<file path="src/design/tbp_ram.sv">
`timescale 1ns / 1ps
// ----------------------------------------------------------------------------
// tbp_ram
// Generic single-write, single-read RAM with a registered read port.
// ----------------------------------------------------------------------------
module tbp_ram #(
  parameter int WIDTH = 2,
  parameter int DEPTH = 4
) (
  input  logic                     clk,
  input  logic                     we,
  input  logic [$clog2(DEPTH)-1:0] waddr,
  input  logic [WIDTH-1:0]         wdata,
  input  logic [$clog2(DEPTH)-1:0] raddr,
  output logic [WIDTH-1:0]         rdata
);

  logic [WIDTH-1:0] mem [DEPTH];

  always_ff @(posedge clk) begin
    if (we) begin
      mem[waddr] <= wdata;
    end
    rdata <= mem[raddr];
  end

endmodule

</file>
<file path="config.mk">
export PLATFORM = sky130hd
export DESIGN_NAME = tbp_ram
export DESIGN_NICKNAME = d
export VERILOG_FILES = /design/src/design/tbp_ram.sv
export SDC_FILE = /design/constraint.sdc
export NUM_CORES = 1
export LEC_CHECK = 0
export ABC_CLOCK_PERIOD_IN_PS = 1000
export BUFFER_PORTS_ARGS = -buffer_cell sky130_fd_sc_hd__clkbuf_2
export CORE_AREA = 2 2 39 41
export CTS_CLUSTER_SIZE = 28
export DETAILED_ROUTE_END_ITERATION = 12
export DIE_AREA = 0 0 41 43
export PLACE_DENSITY = 0.52
export SYNTH_ARGS = -nofsm -noshare
export SYNTH_HDL_FRONTEND = slang
export SYNTH_SLANG_ARGS = --single-unit
</file>
<file path="constraint.sdc">
create_clock -name clk -period 1 [get_ports clk]
set_input_delay 0.1 -clock clk [delete_from_list [all_inputs] [get_ports clk]]
set_output_delay 0.1 -clock clk [all_outputs]
set_load 0.02 [all_outputs]
</file>
==> impl_metrics.env, run 1 <==
export IMPL_outcome="complete, no violations"
export IMPL_endpoint_kind="flop"
export IMPL_crit_start="mem[3][1]"
export IMPL_antenna_found_initial=0
export IMPL_critical_path_slowest_cell="mux4_2"
export IMPL_crit_type="reg -> reg"
export IMPL_rows=14
export IMPL_fp_dieW_um=41
export IMPL_yosys_warnings=0
export IMPL_ctsLongestPathBuffers=2
export IMPL_wirelength_um=551
export IMPL_gp_congestion=0.635
export IMPL_worstPathRequired_ns=1.14
export IMPL_finalSetupViolCount=0
export IMPL_ant_nets=0
export IMPL_power_leakage_nw=0.177
export IMPL_finalInstanceArea_um2=448
export IMPL_reg2reg_to="rdata[1]"
export IMPL_path_cells="mux4_2"
export IMPL_min_period_ns=0.959
export IMPL_grt_pass1_wl_um=862
export IMPL_h_tree_depth=1
export IMPL_hold_class="in -> reg"
export IMPL_core_area_um2=1380
export IMPL_cp_num_buf_inv=0
export IMPL_grt_total_usage=0.0829
export IMPL_die_h_um=43
export IMPL_hold_start="wdata[0]"
export IMPL_fill_cells=145
export IMPL_final_common_cell="clkbuf_2"
export IMPL_slew_viol_final=0
export IMPL_syn_to_final_growth_pct=23.0
export IMPL_r2r_cells=1
export IMPL_skew_ns=0.00442
export IMPL_worstPathMaxFanout=1
export IMPL_tightest_slew_ns=0.344
export IMPL_rsz0062_at_grt="false"
export IMPL_syn_area_per_cell_um2=22.8
export IMPL_timing_rr_start="mem[3][1]"
export IMPL_io_pins=10
export IMPL_post_route_util=0.324
export IMPL_synth_nets=24
export IMPL_hold_violations=0
export IMPL_maxCapViolCount=0
export IMPL_power_w=0.000822
export IMPL_finalSetupTns_ns=0
export IMPL_firstDrtPassIters=2
export IMPL_numCtsBuffers=3
export IMPL_ctsRootBufferMaster="clkbuf_4"
export IMPL_yosysSeqAreaShare=0.770
export IMPL_antenna_cells=0
export IMPL_initial_core_util=0.263
export IMPL_syn_area_um2=364
export IMPL_power_density_nw_per_um2=1830
export IMPL_period_share=0.959
export IMPL_grt_max_degree=7
export IMPL_slew_headroom=0.770
export IMPL_worstSetupStartpointType="flop"
export IMPL_drtIter0Drc=1
export IMPL_cpPeakStageDelay_ns=0.47
export IMPL_cts_tree="built"
export IMPL_hold_path_end="mem[2][0]"
export IMPL_syn_inst=16
export IMPL_wl_per_cell_um=12.2
export IMPL_whs_path_depth=1
export IMPL_synth_top_cell_area_share=0.660
export IMPL_drive_gt1_frac=0.483
export IMPL_die_area_um2=1760
export IMPL_gr_total_overflow=0
export IMPL_synth_distinct_cells=6
export IMPL_place_area_um2=429
export IMPL_r2r_slack_ns=0.04
export IMPL_peakVddDrop_v=0.000476
export IMPL_post_cts_hold_buffer_count=0
export IMPL_layout_common_cells="clkbuf_2 (9), edfxtp_1 (8), clkbuf_4 (3)"
export IMPL_crit_family="multiplexers"
export IMPL_yosys_top_cells_area="edfxtp_1 (66%), mux4_1 (14%), dfxtp_1 (11%), and3b_1 (4.8%), nor3b_1 (2.1%)"
export IMPL_synth_top_cell_by_area="edfxtp_1"
export IMPL_grt_pass1_vias=239
export IMPL_synth_seq_cells=10
export IMPL_final_nets=38
export IMPL_clock_sinks=10
export IMPL_vias=197
export IMPL_vias_per_cell=4.38
export IMPL_arrival_ns=1.10
export IMPL_drc=0
export IMPL_portBuffers=9
export IMPL_clock_fmax_ghz=1.04
export IMPL_insertion_delay_ns=0.26
export IMPL_clk_pin_slew_worst_paths_ns=0.07
final cells by class:
class	count	area, um2	area share
flip-flops and latches	10	280	0.626
multi-input cells	6	76.3	0.170
repair buffers	9	45.0	0.101
clock buffers	3	22.5	0.0503
well taps	16	20.0	0.0447
clock inverters	1	3.75	0.00838
power breakdown:
part / total, W / leakage [nW] / switching, W / internal [W]
Combinational: 0.0000623 / 0.0711 / 0.0000314 / 0.0000309
Clock: 0.000280 / 0.0154 / 0.000136 / 0.000144
Sequential: 0.000479 / 0.0904 / 0.00000533 / 0.000474
logic make-up after synthesis:
kind of cell / after synthesis / synth area share
AND/OR/NAND/NOR: 4 / 0.0859
multiplexers: 2 / 0.144
flip-flops: 10 / 0.770
sequential cells by signal, indices dropped and copies added (netlist names):
register	cells
mem	8
rdata	2
metal layers:
| layer | global-route usage | up-vias | part of all wire | wire, um |
|---|---|---|---|---|
| met1 | 0.0685 | 94 | 0.38 | 212 |
| met3 | 0.0314 | 0 | 0.083 | 46 |
| li1 | - | 91 | - | - |
| met4 | 0.100 | 0 | 0 | 0 |
| met5 | 0 | - | 0 | 0 |
| met2 | 0.125 | 12 | 0.53 | 292 |
how the worst max path moves through the flow:
stage                     endpoint  slack, ns  depth (start not counted)
after floorplan           rdata[0]       0.06                          1
after global placement    rdata[0]       0.04                          1
after detailed placement  rdata[1]     -0.004                          1
after CTS                 rdata[0]      0.009                          1
after global routing      rdata[1]       0.02                          1
final                     rdata[1]       0.04                          1
stage by stage:
stage / hold slack, ns / std cells / setup WS [ns]
after floorplan: 0.199 / 16 / 0.0631
after global placement: 0.318 / 41 / 0.0445
after CTS: 0.0419 / 45 / 0.00883
after global routing: 0.0504 / 45 / 0.0176
after detailed placement: 0.325 / 41 / -0.00388
final: 0.0524 / 45 / 0.0408
synthesized netlist by cell type:
cell	n
mux4_1	2
edfxtp_1	8
and3b_1	2
dfxtp_1	2
and3_1	1
nor3b_1	1
timing repair:
action / 4_1_cts / 5_1_grt
buffers inserted: 0 / 0
resized for setup: 1 / 1
cloned: 0 / 0
setup endpoints to repair: 1 / 1
(Power assumes the default switching activity.)
==> inputs of run 2 (changes only) <==
PLACE_DENSITY = 0.44   (was 0.52)
==> impl_metrics.env, run 2 (synthesis gave the netlist of run 1 again) <==
export IMPL_grt_max_degree=7
export IMPL_min_period_ns=0.954
export IMPL_finalSetupTns_ns=0
export IMPL_slew_viol_final=0
export IMPL_rsz0062_at_grt="false"
export IMPL_use_met1=0.0717
export IMPL_worstPathRequired_ns=1.13
export IMPL_largest_register="mem"
export IMPL_grt_total_usage=0.0808
export IMPL_firstDrtPassIters=1
export IMPL_timing_rr_start="mem[3][0]"
export IMPL_power_switching_w=0.000161
export IMPL_met3_usage=0.0628
export IMPL_worstPathMaxFanout=1
export IMPL_die_h_um=43
export IMPL_power_leakage_nw=0.176
export IMPL_crit_family="multiplexers"
export IMPL_grt_pass1_vias=187
export IMPL_r2r_slack_ns=0.05
export IMPL_hold_class="in -> reg"
export IMPL_pwr_share_clk=0.340
export IMPL_crit_type="reg -> reg"
export IMPL_outcome="complete, no violations"
export IMPL_path_cells="mux4_2"
export IMPL_maxCapViolCount=0
export IMPL_gp_congestion=0.607
export IMPL_tightest_slew_ns=0.339
export IMPL_hold_path_end="mem[1][0]"
export IMPL_ctsRootBufferMaster="clkbuf_4"
export IMPL_largest_reg_flops=8
export IMPL_grt_pass1_wl_um=800
export IMPL_worstSetupStartpointType="flop"
export IMPL_portBuffers=9
export IMPL_hold_start="wdata[0]"
export IMPL_final_common_cell="clkbuf_2"
export IMPL_reg2reg_to="rdata[0]"
export IMPL_slew_headroom=0.773
export IMPL_p_comb_frac=0.075
export IMPL_finalInstanceArea_um2=448
export IMPL_arrival_ns=1.09
export IMPL_cpPeakStageDelay_ns=0.47
export IMPL_numCtsBuffers=3
export IMPL_cp_num_buf_inv=0
export IMPL_initial_core_util=0.263
export IMPL_critical_path_slowest_cell="mux4_2"
export IMPL_r2r_cells=1
export IMPL_skew_ns=0.00144
export IMPL_post_cts_hold_buffer_count=0
export IMPL_clk_pin_slew_worst_paths_ns=0.06
export IMPL_final_nets=38
export IMPL_hold_violations=0
export IMPL_endpoint_kind="flop"
export IMPL_multi_input_area_um2=76.3
export IMPL_drive_gt1_frac=0.483
export IMPL_cts_tree="built"
export IMPL_fp_dieW_um=41
export IMPL_ctsLongestPathBuffers=2
export IMPL_io_pins=10
export IMPL_grt_busiest_layer="met2"
export IMPL_h_tree_depth=1
export IMPL_p_int_w=0.000659
export IMPL_core_area_um2=1380
export IMPL_regArea_um2=280
export IMPL_die_area_um2=1760
export IMPL_whs_path_depth=1
export IMPL_period_share=0.954
export IMPL_wirelength_um=511
export IMPL_antenna_found_initial=0
export IMPL_insertion_delay_ns=0.26
export IMPL_top_regs="mem (8), rdata (2)"
export IMPL_rows=14
export IMPL_gr_total_overflow=0
export IMPL_layout_common_cells="clkbuf_2 (9), edfxtp_1 (8), clkbuf_4 (3)"
export IMPL_vias_per_cell=4.29
export IMPL_peakVddDrop_v=0.000764
export IMPL_place_area_um2=429
export IMPL_postCtsSetupBuffers=0
export IMPL_p_seq_frac=0.585
export IMPL_vias=193
export IMPL_finalSetupViolCount=0
export IMPL_swShare=0.197
export IMPL_drc=0
export IMPL_antenna_cells=0
export IMPL_clock_fmax_ghz=1.05
export IMPL_use_met2=0.106
export IMPL_power_density_nw_per_um2=1830
export IMPL_ant_nets=0
export IMPL_clock_sinks=10
export IMPL_wl_per_cell_um=11.4
export IMPL_drtIter0Drc=0
export IMPL_fill_cells=148
export IMPL_syn_to_final_growth_pct=23.0
run 2: final cells by class:
| cell class | instances | area share |
|---|---|---|
| Sequential cell | 10 | 0.626 |
| Multi-Input combinational cell | 6 | 0.170 |
| Timing Repair Buffer | 9 | 0.101 |
| Clock buffer | 4 | 0.0587 |
| Tap cell | 16 | 0.0447 |
run 2: how the worst max path moves through the flow:
| stage | from | endpoint | slack (ns) | cells past startpoint |
|---|---|---|---|---|
| finish | mem[3][0] | rdata[0] | 0.05 | 1 |
| global route | mem[0][0] | rdata[0] | 0.03 | 1 |
| CTS | mem[1][0] | rdata[0] | 0.02 | 1 |
| detailed placement | mem[1][0] | rdata[0] | 0.03 | 1 |
| global placement | mem[1][1] | rdata[1] | 0.05 | 1 |
| floorplan | mem[1][0] | rdata[0] | 0.06 | 1 |
run 2: repair_timing:
action,CTS,global route
setup endpoints to repair,0,2
hold endpoints to repair,0,0
gates resized for setup,0,2
run 2: layer usage:
| layer | part of all wire | vias to the layer above |
|---|---|---|
| li1 | - | 92 |
| met1 | 0.37 | 93 |
| met2 | 0.54 | 8 |
| met3 | 0.088 | 0 |
| met4 | 0 | 0 |
| met5 | 0 | - |
run 2: power by group through the flow:
stage                     Sequential (W)  Combinational (W)  Clock (W)
after floorplan                 0.000497          0.0000196          0
after global placement          0.000487          0.0000591          0
after detailed placement        0.000488          0.0000612          0
after CTS                       0.000479          0.0000612   0.000296
after global routing            0.000482          0.0000677   0.000325
final                           0.000480          0.0000618   0.000279
run 2: per-stage QoR:
step,worst slack (ns),hold slack (ns),total power (W),instances,utilization
6_report,0.0464,0.0586,0.000820,45,0.324
5_1_grt,0.0311,0.0448,0.000874,45,0.324
4_1_cts,0.0180,0.0490,0.000836,45,0.329
3_5_place_dp,0.0259,0.324,0.000549,41,0.310
3_3_place_gp,0.0518,0.317,0.000546,41,0.310
2_1_floorplan,0.0631,0.199,0.000517,16,-
